$ cat src/hw/rtl/kdr_pkg.sv
// Package for the K-line diagnostic read engine.
// Operation, phase, deframer and verdict codes, request constants, register indexes.
// No dependencies.
`timescale 1ns / 1ps
`default_nettype none

package kdr_pkg;

  localparam int unsigned TickBits = 16;

  typedef enum logic [1:0] {
    OpStart = 2'd0,
    OpByte  = 2'd1,
    OpTick  = 2'd2,
    OpRsvd  = 2'd3
  } op_e;

  typedef enum logic {
    PhIdle = 1'b0,
    PhWait = 1'b1
  } phase_e;

  typedef enum logic [2:0] {
    DfHunt = 3'd0,
    DfF0   = 3'd1,
    Df10   = 3'd2,
    DfLen  = 3'd3,
    DfPay  = 3'd4,
    DfCks  = 3'd5
  } dfpos_e;

  typedef enum logic [2:0] {
    VerdOk       = 3'd0,
    VerdTimeout  = 3'd1,
    VerdChecksum = 3'd2,
    VerdShort    = 3'd3,
    VerdStatus   = 3'd4
  } verdict_e;

  typedef enum logic {
    KindTx      = 1'b0,
    KindVerdict = 1'b1
  } kind_e;

  typedef enum logic [1:0] {
    CfgDataLength  = 2'd0,
    CfgValueSigned = 2'd1,
    CfgDelay       = 2'd2,
    CfgTimeout     = 2'd3
  } cfg_idx_e;

  localparam logic [7:0] HdrSync  = 8'h80;
  localparam logic [7:0] HdrDst   = 8'hF0;
  localparam logic [7:0] HdrSrc   = 8'h10;
  localparam logic [7:0] StatusOk = 8'hE8;

  localparam logic [7:0] ReqHeader [8] = '{
    8'h80, 8'h10, 8'hF0, 8'h05, 8'hA8, 8'h00, 8'h00, 8'h00
  };

  // mod-256 sum of the fixed request bytes
  localparam logic [7:0] ReqSumBase = 8'(32'h80 + 32'h10 + 32'hF0 + 32'h05 + 32'hA8);

  localparam logic [3:0] ReqLastIdx = 4'd9;
  localparam logic [3:0] ReqAddrIdx = 4'd8;

endpackage

`default_nettype wire

$ cat src/hw/rtl/kdr_if.sv
// Valid/ready channel interfaces of the K-line read engine.
// Input item channel and result channel; no dependencies.
`timescale 1ns / 1ps
`default_nettype none

interface kdr_in_if;
  logic       valid;
  logic       ready;
  logic [1:0] operation;
  logic [7:0] param_address;
  logic [7:0] rx_byte;

  modport source (output valid, output operation, output param_address, output rx_byte,
                  input ready);
  modport sink (input valid, input operation, input param_address, input rx_byte,
                output ready);
endinterface

interface kdr_out_if;
  logic               valid;
  logic               ready;
  logic               result_kind;
  logic [7:0]         tx_byte;
  logic               tx_last;
  logic [2:0]         verdict_code;
  logic [7:0]         read_address;
  logic signed [32:0] raw_value;

  modport source (output valid, output result_kind, output tx_byte, output tx_last,
                  output verdict_code, output read_address, output raw_value,
                  input ready);
  modport sink (input valid, input result_kind, input tx_byte, input tx_last,
                input verdict_code, input read_address, input raw_value,
                output ready);
endinterface

`default_nettype wire

$ cat src/hw/rtl/kline_diag_read_engine_unit.sv
// K-line diagnostic single-address read engine, top level.
// Depends on kdr_pkg and the channel interfaces in kdr_if.sv.
//
//   channel  | dir | handshake    | carries
//   in_i     | in  | valid/ready  | operation, param_address, rx_byte
//   out_o    | out | valid/ready  | result_kind, tx_byte, tx_last, verdict_code,
//            |     |              | read_address, raw_value
//   cfg      | in  | cfg_we_i     | cfg_index_i, cfg_data_i
//
// One item per cycle while no request run is under way and the result register is free or being drained.
// A start item yields ten request bytes; the input is held off while the result register
// sends the rest, also through output stalls.
// Bytes and ticks finish in the cycle they are accepted; a verdict is one result.
// Async active-low reset: idle, registers at their defaults, no result pending.
`timescale 1ns / 1ps
`default_nettype none

module kline_diag_read_engine_unit (
  input  wire         clk_i,
  input  wire         rst_ni,
  kdr_in_if.sink      in_i,
  kdr_out_if.source   out_o,
  input  wire         cfg_we_i,
  input  wire  [1:0]  cfg_index_i,
  input  wire  [15:0] cfg_data_i
);
  import kdr_pkg::*;

  // configuration
  logic [2:0]  data_length_q;
  logic        value_signed_q;
  logic [15:0] delay_q;
  logic [15:0] timeout_q;

  // engine state
  phase_e                phase_q, phase_d;
  logic [TickBits-1:0]   elapsed_q, elapsed_d;
  logic [7:0]            addr_q, addr_d;
  dfpos_e                dfpos_q, dfpos_d;
  logic [7:0]            plen_q, plen_d;
  logic [7:0]            pcnt_q, pcnt_d;
  logic [7:0]            sum_q, sum_d;
  logic [7:0]            status_q, status_d;
  logic [31:0]           acc_q, acc_d;
  logic [2:0]            cap_q, cap_d;
  logic                  pend_q, pend_d;
  verdict_e              pcode_q, pcode_d;
  logic                  burst_q, burst_d;
  logic [3:0]            bidx_q, bidx_d;

  // result register
  logic                  ovalid_q, ovalid_d;
  kind_e                 okind_q, okind_d;
  logic [7:0]            otx_q, otx_d;
  logic                  olast_q, olast_d;
  verdict_e              ocode_q, ocode_d;
  logic [7:0]            oaddr_q, oaddr_d;
  logic signed [32:0]    oraw_q, oraw_d;

  logic                  in_ready;
  logic                  in_acc;
  logic                  out_adv;
  logic [2:0]            eff_len;
  logic [2:0]            shamt;
  logic [31:0]           shifted;
  logic signed [32:0]    raw_ok;
  logic [TickBits-1:0]   el_inc;
  logic                  over_now;
  logic                  over_inc;
  logic                  verdict_fire;
  logic [7:0]            rxb;
  logic [7:0]            want;

  localparam logic [TickBits-1:0] TickMax = '1;

  assign in_ready     = !burst_q && (!ovalid_q || out_o.ready);
  assign in_i.ready   = in_ready;
  assign in_acc       = in_i.valid && in_ready;
  assign out_adv      = ovalid_q && out_o.ready;
  assign rxb          = in_i.rx_byte;

  assign out_o.valid        = ovalid_q;
  assign out_o.result_kind  = okind_q;
  assign out_o.tx_byte      = otx_q;
  assign out_o.tx_last      = olast_q;
  assign out_o.verdict_code = ocode_q;
  assign out_o.read_address = oaddr_q;
  assign out_o.raw_value    = oraw_q;

  always_comb begin
    if (data_length_q == 3'd0) begin
      eff_len = 3'd1;
    end else if (data_length_q > 3'd4) begin
      eff_len = 3'd4;
    end else begin
      eff_len = data_length_q;
    end
  end

  // packing of the captured data bytes
  always_comb begin
    shamt   = (cap_q > eff_len) ? (cap_q - eff_len) : 3'd0;
    shifted = acc_q >> {shamt, 3'b000};
    case (eff_len)
      3'd1:    raw_ok = {{25{value_signed_q & shifted[7]}}, shifted[7:0]};
      3'd2:    raw_ok = {{17{value_signed_q & shifted[15]}}, shifted[15:0]};
      3'd3:    raw_ok = {{9{value_signed_q & shifted[23]}}, shifted[23:0]};
      default: raw_ok = {value_signed_q & shifted[31], shifted[31:0]};
    endcase
  end

  assign el_inc   = (elapsed_q == TickMax) ? elapsed_q : elapsed_q + 1'b1;
  assign over_now = (elapsed_q >= delay_q) || (elapsed_q == TickMax);
  assign over_inc = (el_inc >= delay_q) || (el_inc == TickMax);
  assign want     = (dfpos_q == DfF0) ? HdrDst : HdrSrc;

  always_comb begin
    phase_d   = phase_q;
    elapsed_d = elapsed_q;
    addr_d    = addr_q;
    dfpos_d   = dfpos_q;
    plen_d    = plen_q;
    pcnt_d    = pcnt_q;
    sum_d     = sum_q;
    status_d  = status_q;
    acc_d     = acc_q;
    cap_d     = cap_q;
    pend_d    = pend_q;
    pcode_d   = pcode_q;
    burst_d   = burst_q;
    bidx_d    = bidx_q;
    ovalid_d  = out_adv ? 1'b0 : ovalid_q;
    okind_d   = okind_q;
    otx_d     = otx_q;
    olast_d   = olast_q;
    ocode_d   = ocode_q;
    oaddr_d   = oaddr_q;
    oraw_d    = oraw_q;
    verdict_fire = 1'b0;

    if (burst_q) begin
      if (out_adv) begin
        ovalid_d = 1'b1;
        okind_d  = KindTx;
        ocode_d  = VerdOk;
        oaddr_d  = 8'h00;
        oraw_d   = '0;
        olast_d  = 1'b0;
        if (bidx_q == ReqLastIdx) begin
          otx_d   = ReqSumBase + addr_q;
          olast_d = 1'b1;
          burst_d = 1'b0;
        end else if (bidx_q == ReqAddrIdx) begin
          otx_d = addr_q;
        end else begin
          otx_d = ReqHeader[bidx_q[2:0]];
        end
        bidx_d = bidx_q + 4'd1;
      end
    end else if (in_acc) begin
      case (op_e'(in_i.operation))
        OpStart: begin
          if (phase_q == PhIdle) begin
            ovalid_d  = 1'b1;
            okind_d   = KindTx;
            otx_d     = ReqHeader[0];
            olast_d   = 1'b0;
            ocode_d   = VerdOk;
            oaddr_d   = 8'h00;
            oraw_d    = '0;
            burst_d   = 1'b1;
            bidx_d    = 4'd1;
            addr_d    = in_i.param_address;
            elapsed_d = '0;
            phase_d   = PhWait;
            dfpos_d   = DfHunt;
            plen_d    = '0;
            pcnt_d    = '0;
            sum_d     = '0;
            status_d  = '0;
            acc_d     = '0;
            cap_d     = '0;
            pend_d    = 1'b0;
            pcode_d   = VerdOk;
          end
        end
        OpByte: begin
          if (phase_q == PhWait && !pend_q) begin
            case (dfpos_q)
              DfHunt: begin
                if (rxb == HdrSync) begin
                  sum_d   = HdrSync;
                  dfpos_d = DfF0;
                end
              end
              DfF0, Df10: begin
                if (rxb == want) begin
                  sum_d   = sum_q + rxb;
                  dfpos_d = (dfpos_q == DfF0) ? Df10 : DfLen;
                end else if (rxb == HdrSync) begin
                  sum_d   = HdrSync;
                  dfpos_d = DfF0;
                end else begin
                  sum_d   = '0;
                  dfpos_d = DfHunt;
                end
              end
              DfLen: begin
                plen_d  = rxb;
                pcnt_d  = '0;
                cap_d   = '0;
                acc_d   = '0;
                sum_d   = sum_q + rxb;
                dfpos_d = (rxb == 8'h00) ? DfCks : DfPay;
              end
              DfPay: begin
                if (pcnt_q == 8'h00) begin
                  status_d = rxb;
                end else if (cap_q < 3'd4) begin
                  acc_d = {acc_q[23:0], rxb};
                  cap_d = cap_q + 3'd1;
                end
                pcnt_d = pcnt_q + 8'd1;
                sum_d  = sum_q + rxb;
                if (pcnt_q + 8'd1 == plen_q) begin
                  dfpos_d = DfCks;
                end
              end
              default: begin
                pend_d = 1'b1;
                if (sum_q != rxb) begin
                  pcode_d = VerdChecksum;
                end else if ({1'b0, plen_q} < 9'd1 + {6'd0, eff_len}) begin
                  pcode_d = VerdShort;
                end else if (status_q != StatusOk) begin
                  pcode_d = VerdStatus;
                end else begin
                  pcode_d = VerdOk;
                end
              end
            endcase
            if (pend_d && over_now) begin
              verdict_fire = 1'b1;
            end
          end
        end
        OpTick: begin
          if (phase_q == PhWait) begin
            elapsed_d = el_inc;
            if (over_inc) begin
              if (pend_q) begin
                verdict_fire = 1'b1;
              end else if ((el_inc > timeout_q) || (el_inc == TickMax)) begin
                verdict_fire = 1'b1;
                pcode_d      = VerdTimeout;
              end
            end
          end
        end
        default: begin
        end
      endcase

      if (verdict_fire) begin
        ovalid_d = 1'b1;
        okind_d  = KindVerdict;
        otx_d    = 8'h00;
        olast_d  = 1'b0;
        ocode_d  = pcode_d;
        oaddr_d  = addr_q;
        oraw_d   = (pcode_d == VerdOk) ? raw_ok : '0;
        phase_d  = PhIdle;
        dfpos_d  = DfHunt;
        plen_d   = '0;
        pcnt_d   = '0;
        sum_d    = '0;
        status_d = '0;
        acc_d    = '0;
        cap_d    = '0;
        pend_d   = 1'b0;
        pcode_d  = VerdOk;
      end
    end
  end

  always_ff @(posedge clk_i or negedge rst_ni) begin
    if (!rst_ni) begin
      data_length_q  <= 3'd1;
      value_signed_q <= 1'b0;
      delay_q        <= 16'd50;
      timeout_q      <= 16'd500;
    end else if (cfg_we_i) begin
      case (cfg_idx_e'(cfg_index_i))
        CfgDataLength:  data_length_q  <= cfg_data_i[2:0];
        CfgValueSigned: value_signed_q <= cfg_data_i[0];
        CfgDelay:       delay_q        <= cfg_data_i;
        CfgTimeout:     timeout_q      <= cfg_data_i;
        default: begin
        end
      endcase
    end
  end

  always_ff @(posedge clk_i or negedge rst_ni) begin
    if (!rst_ni) begin
      phase_q   <= PhIdle;
      elapsed_q <= '0;
      addr_q    <= '0;
      dfpos_q   <= DfHunt;
      plen_q    <= '0;
      pcnt_q    <= '0;
      sum_q     <= '0;
      status_q  <= '0;
      acc_q     <= '0;
      cap_q     <= '0;
      pend_q    <= 1'b0;
      pcode_q   <= VerdOk;
      burst_q   <= 1'b0;
      bidx_q    <= '0;
      ovalid_q  <= 1'b0;
    end else begin
      phase_q   <= phase_d;
      elapsed_q <= elapsed_d;
      addr_q    <= addr_d;
      dfpos_q   <= dfpos_d;
      plen_q    <= plen_d;
      pcnt_q    <= pcnt_d;
      sum_q     <= sum_d;
      status_q  <= status_d;
      acc_q     <= acc_d;
      cap_q     <= cap_d;
      pend_q    <= pend_d;
      pcode_q   <= pcode_d;
      burst_q   <= burst_d;
      bidx_q    <= bidx_d;
      ovalid_q  <= ovalid_d;
    end
  end

  always_ff @(posedge clk_i) begin
    okind_q <= okind_d;
    otx_q   <= otx_d;
    olast_q <= olast_d;
    ocode_q <= ocode_d;
    oaddr_q <= oaddr_d;
    oraw_q  <= oraw_d;
  end

  // request run only while waiting for the answer
  a_burst_wait: assert property (@(posedge clk_i) disable iff (!rst_ni)
    burst_q |-> (phase_q == PhWait))
    else $error("request run outside wait phase");

  a_burst_tx: assert property (@(posedge clk_i) disable iff (!rst_ni)
    (burst_q && ovalid_q) |-> (okind_q == KindTx && !olast_q))
    else $error("non-transmit result inside request run");

  a_last_ends: assert property (@(posedge clk_i) disable iff (!rst_ni)
    (burst_q && out_adv && bidx_q == ReqLastIdx) |=> (!burst_q && olast_q && ovalid_q))
    else $error("checksum byte did not end request run");

  a_verdict_idle: assert property (@(posedge clk_i) disable iff (!rst_ni)
    (in_acc && verdict_fire) |=> (phase_q == PhIdle && !pend_q && okind_q == KindVerdict))
    else $error("verdict left engine busy");

  a_no_take_in_run: assert property (@(posedge clk_i) disable iff (!rst_ni)
    burst_q |-> !in_i.ready)
    else $error("input taken during request run");

endmodule

`default_nettype wire

$ cat src/flat_wrapper.sv
// flat-port wrapper written by rule: the top's interface ports become plain ports
module kline_diag_read_engine_unit_flat import kdr_pkg::*;
  (clk_i, rst_ni, cfg_we_i, cfg_index_i, cfg_data_i, in_i_valid, in_i_operation, in_i_param_address, in_i_rx_byte, in_i_ready, out_o_valid, out_o_result_kind, out_o_tx_byte, out_o_tx_last, out_o_verdict_code, out_o_read_address, out_o_raw_value, out_o_ready);
  kdr_in_if in_i_i ();
  kdr_out_if out_o_i ();
  input  wire clk_i;
  input  wire rst_ni;
  input  wire cfg_we_i;
  input  wire  [1:0] cfg_index_i;
  input  wire  [15:0] cfg_data_i;
  input wire logic [$bits(in_i_i.valid)-1:0] in_i_valid;
  input wire logic [$bits(in_i_i.operation)-1:0] in_i_operation;
  input wire logic [$bits(in_i_i.param_address)-1:0] in_i_param_address;
  input wire logic [$bits(in_i_i.rx_byte)-1:0] in_i_rx_byte;
  output wire logic [$bits(in_i_i.ready)-1:0] in_i_ready;
  output wire logic [$bits(out_o_i.valid)-1:0] out_o_valid;
  output wire logic [$bits(out_o_i.result_kind)-1:0] out_o_result_kind;
  output wire logic [$bits(out_o_i.tx_byte)-1:0] out_o_tx_byte;
  output wire logic [$bits(out_o_i.tx_last)-1:0] out_o_tx_last;
  output wire logic [$bits(out_o_i.verdict_code)-1:0] out_o_verdict_code;
  output wire logic [$bits(out_o_i.read_address)-1:0] out_o_read_address;
  output wire logic [$bits(out_o_i.raw_value)-1:0] out_o_raw_value;
  input wire logic [$bits(out_o_i.ready)-1:0] out_o_ready;
  assign in_i_i.valid = in_i_valid;
  assign in_i_i.operation = in_i_operation;
  assign in_i_i.param_address = in_i_param_address;
  assign in_i_i.rx_byte = in_i_rx_byte;
  assign in_i_ready = in_i_i.ready;
  assign out_o_valid = out_o_i.valid;
  assign out_o_result_kind = out_o_i.result_kind;
  assign out_o_tx_byte = out_o_i.tx_byte;
  assign out_o_tx_last = out_o_i.tx_last;
  assign out_o_verdict_code = out_o_i.verdict_code;
  assign out_o_read_address = out_o_i.read_address;
  assign out_o_raw_value = out_o_i.raw_value;
  assign out_o_i.ready = out_o_ready;
  kline_diag_read_engine_unit u_core (.clk_i(clk_i), .rst_ni(rst_ni), .in_i(in_i_i), .out_o(out_o_i), .cfg_we_i(cfg_we_i), .cfg_index_i(cfg_index_i), .cfg_data_i(cfg_data_i));
endmodule
$ cat config.mk
export PLATFORM = sky130hd
export DESIGN_NAME = kline_diag_read_engine_unit_flat
export DESIGN_NICKNAME = d
export VERILOG_FILES = /design/src/hw/rtl/kdr_pkg.sv /design/src/hw/rtl/kdr_if.sv /design/src/hw/rtl/kline_diag_read_engine_unit.sv /design/src/flat_wrapper.sv
export SDC_FILE = /design/constraint.sdc
export NUM_CORES = 1
export LEC_CHECK = 0
export ABC_AREA = 1
export BUFFER_PORTS_ARGS = -buffer_cell sky130_fd_sc_hd__buf_2
export CAP_MARGIN = 5
export CORE_MARGIN = 2
export CORE_UTILIZATION = 61
export DETAILED_ROUTE_END_ITERATION = 16
export PLACE_DENSITY = 0.81
export SLEW_MARGIN = 20
export SYNTH_ARGS = -nofsm -noshare
export SYNTH_HDL_FRONTEND = slang
export SYNTH_SLANG_ARGS = --single-unit
$ cat constraint.sdc
create_clock -name clk_i -period 7.12 [get_ports clk_i]
set_input_delay 1.424 -clock clk_i [delete_from_list [all_inputs] [get_ports clk_i]]
set_output_delay 1.424 -clock clk_i [all_outputs]
set_load 0.02 [all_outputs]
==> summary.md <==
| Metric | Value |
|---|---|
| WP buf/inv | 1 |
| CTS Hold Bufs | 0 |
| Hold_ws | 474 ps |
| Critical Path Source Type | register |
| DP HPWL | 19.6 mm |
| Via Count | 10400 |
| Grt total ovfl | 0 |
| CTS Buffer Depth | 2 |
| GPL Wtd Cong | 0.965 |
| Clock Power Share | 0.288 |
| IR drop worst, VDD | 0.000159 V |
| Final Util | 0.685 |
| Post-Syn Area | 0.0121 mm2 |
| Initial antenna violation count | 0 |
| Routed wire length | 27.1 mm |
| Crit path launch | u_core.elapsed_q[1] |
| Rows | 51 |
| Die width | 145 um |
| Sw power | 1.26 mW |
| TritonCTS Sinks | 195 |
| Yosys cell types | 50 |
| NumNets Final | 1745 |
| Die H | 145 um |
| CTS tree | yes |
| Clk_lat worst skew | 440 ps |
| DR iter-0 viols | 789 |
| H-tree depth | 4 |
| Critical Path Stages | 24 |
| Area of the multi-input gates | 0.00595 mm2 |
| Core ar. | 0.0195 mm2 |
| Synth top area cells | dfrtp_1 (27%), edfxtp_1 (13%), nand2_1 (13%), ha_1 (8.3%), inv_1 (5.9%) |
| WL/cell | 14.3 um |
| Syn Inst Count | 1549 |
| End of the critical path | u_core.acc_q[7] |
| FF-to-FF path depth | 24 |
| Layout cells sized above 1 | 0.113 |
| Top-count cell post-synth | nand2_1 |
| DRC Markers | 0 |
| Final ANT Viol Nets | 0 |
| Drt first pass iters | 5 |
| Antenna cells | 0 |
| MaxCap Viol Count | 0 |
| Number of global-route vias before repair | 9434 |
| Peak Freq | 217 MHz |
| Sw Ratio | 0.366 |
| Final setup fails | 0 |
| Root Buffer | clkbuf_16 |
| Hold Startpoint | u_core.pcnt_q[7] |
| Synth-to-Final Area Change | 10.1% |
| Post-synth top area cell | dfrtp_1 |
| Die Area | 0.0210 mm2 |
| Int Pwr | 2.19 mW |
| Seq. cell area | 0.00516 mm2 |
| Reg2reg end | u_core.acc_q[7] |
| Worst Skew | 10.7 ps |
| Reg clk slew, reported paths | 70 ps |
| FF-to-FF Start | u_core.elapsed_q[1] |
| Slew HR | 0.324 |
| Largest net degree at the start of global routing | 76 |
| Reg2Reg Setup Slack | 2500 ps |
| CP Capture Type | register |
| Synth top cells by count | nand2_1 (412), inv_1 (189), dfrtp_1 (131) |
| Synth top area share | 0.271 |
| Initial Util | 0.622 |
| Drt via density | 5.49 |
| Number of synthesized register bits | 195 |
| Number of synthesized flops with an enable pin | 54 |
| Crit Path Max Fanout | 41 |
| Pwr/cell area | 259 mW/mm2 |
| Filler cells | 1554 |
| Max-slew violation count | 0 |
| Boundary Pins | 97 |
| Crit-path slowest cell | nor2_4 |
| Final hold vios | 0 |
| Yosys warnings | 0 |
| Comb power frac | 0.292 |
| Asr flop ratio synth | 0.723 |
| Top_reg_cell synth | dfrtp_1 |
| Buffers on Ports | 96 |
| Setup bufs post-CTS | 0 |
| Worst-margin pin slew | 1010 ps |
| Setup TNS | 0 ps |
| Post-CTS Resized | 0 |
| Unrepaired setup endpoints after global routing | false |
| Gr usage total | 0.261 |
| Outcome | finished clean |
| Period utilization | 0.649 |
| Tmin final | 4620 ps |
| Crit path kind | reg2reg |
| TritonCTS Buffers | 17 |
| WHS Path Cells | 2 |
| CP arrival | 4940 ps |
| WP data required | 7440 ps |
| Seq pwr share | 0.420 |
| CP delay by family, top | simple AND/OR/NAND/NOR gates |
| Pleak | 6.49 nW |
| Worst hold path class | reg2reg |
| Synthesized area per cell | 7.82 um2 |
| Max incr delay on CP | 720 ps |
| Mapped Nets | 1672 |
| Critical path, cell by cell | ha_1, nand2_1, nor2_4, nand4_1, nand2_1, nand2_1, ha_1, a21oi_1, o21ai_0, nand2_1, o211ai_1, nand2_1, nand2_1, nand2_1, nand3_1, nand3_1, nand2_2, nand2_4, nand3_2, inv_2, nor2_4, nand2_4, nand2_1, nand2_1 |
| Design Power | 3.45 mW |
| CP dominant cell by count | nand2_1 |
| First-pass GRT wire length | 45.6 mm |
| Register area share after synthesis | 0.426 |
## worst min path at each step
stage                         endpoint
finish                u_core.pcnt_q[7]
global route           u_core.sum_q[6]
CTS                 u_core.status_q[3]
detailed placement  u_core.status_q[3]
global placement    u_core.status_q[0]
floorplan             u_core.acc_q[31]
## worst min-delay path, cell delays in order (launching register included)
cell,delay (ps)
dfrtp_1,340
nand2_1,50
nand2_1,50
## state kept, by name, indices dropped and copies added (netlist names), 4 cells and up
register / count
u_core.acc_q: 32
u_core.addr_q: 8
u_core.bidx_q: 4
u_core.delay_q: 16
u_core.elapsed_q: 16
u_core.out_o.raw_value: 33
u_core.out_o.read_address: 8
u_core.out_o.tx_byte: 8
u_core.pcnt_q: 8
u_core.plen_q: 8
u_core.status_q: 8
u_core.sum_q: 8
u_core.timeout_q: 16
## per-stage QoR
stage	setup slack [ps]	cells	area [um2]
global placement	2630	1868	12700
global route	2050	1900	13300
CTS	2570	1900	13300
detailed placement	2480	1868	12700
floorplan	1460	1549	12100
finish	2500	1900	13300
## power groups by stage
stage	combinational [mW]	sequential [mW]	clock [mW]
finish	1.01	1.45	0.994
global route	1.14	1.47	1.05
CTS	1.00	1.45	1.01
detailed placement	0.995	1.47	0
global placement	0.966	1.46	0
floorplan	0.683	1.50	0
## layer usage
| metal | wire, um | vias up | track usage | share of wire |
|---|---|---|---|---|
| met1 | 12700 | 4754 | 0.384 | 0.47 |
| met5 | 0 | - | 0 | 0 |
| li1 | - | 5259 | - | - |
| met2 | 12100 | 362 | 0.400 | 0.45 |
| met3 | 1630 | 59 | 0.0362 | 0.060 |
| met4 | 710 | 0 | 0.0861 | 0.026 |
## cell type report
type,count,share of cell area
tap,265,0.0249
clock buffer,18,0.0329
sequential,195,0.387
multi-input combinational,1109,0.446
clock inverter,14,0.0130
inverter,196,0.0552
timing repair buffer,103,0.0404
## cell families (layout without fill, tap and decap cells)
group / count (synthesis) / count (layout) / synth area share
AOI/OAI and AO/OA: 231 / 231 / 0.104
xor gates and xnor gates: 22 / 22 / 0.0159
adders and majority gates: 82 / 82 / 0.0859
buffers and inverters: 245 / 331 / 0.0835
DFF: 195 / 195 / 0.426
muxes: 7 / 7 / 0.00578
other: 1 / 1 / 0.000310
and+or+nand+nor: 766 / 766 / 0.278
## placed cells by master, fill, tap and decap left out, types with 3 or more instances in the layout
master / count
inv_1: 189
nor3_1: 46
nor4_1: 8
xor2_1: 15
a21oi_2: 5
mux2i_1: 7
nand3_1: 126
xnor2_1: 7
nand4_1: 19
dfstp_2: 10
edfxtp_1: 54
nand2_1: 412
buf_4: 7
o22ai_1: 5
nand2_2: 7
o211ai_1: 11
a31oi_1: 11
dfrtp_1: 131
clkinv_1: 4
clkbuf_16: 17
ha_1: 80
inv_2: 4
nor3b_1: 3
nor2_1: 110
nor2_4: 8
a21oi_1: 56
and3_1: 11
o21ai_0: 127
o21ai_1: 4
nor2_2: 5
nand3_2: 3
buf_2: 95
inv_6: 4
Power figures use the tool's default switching activity.
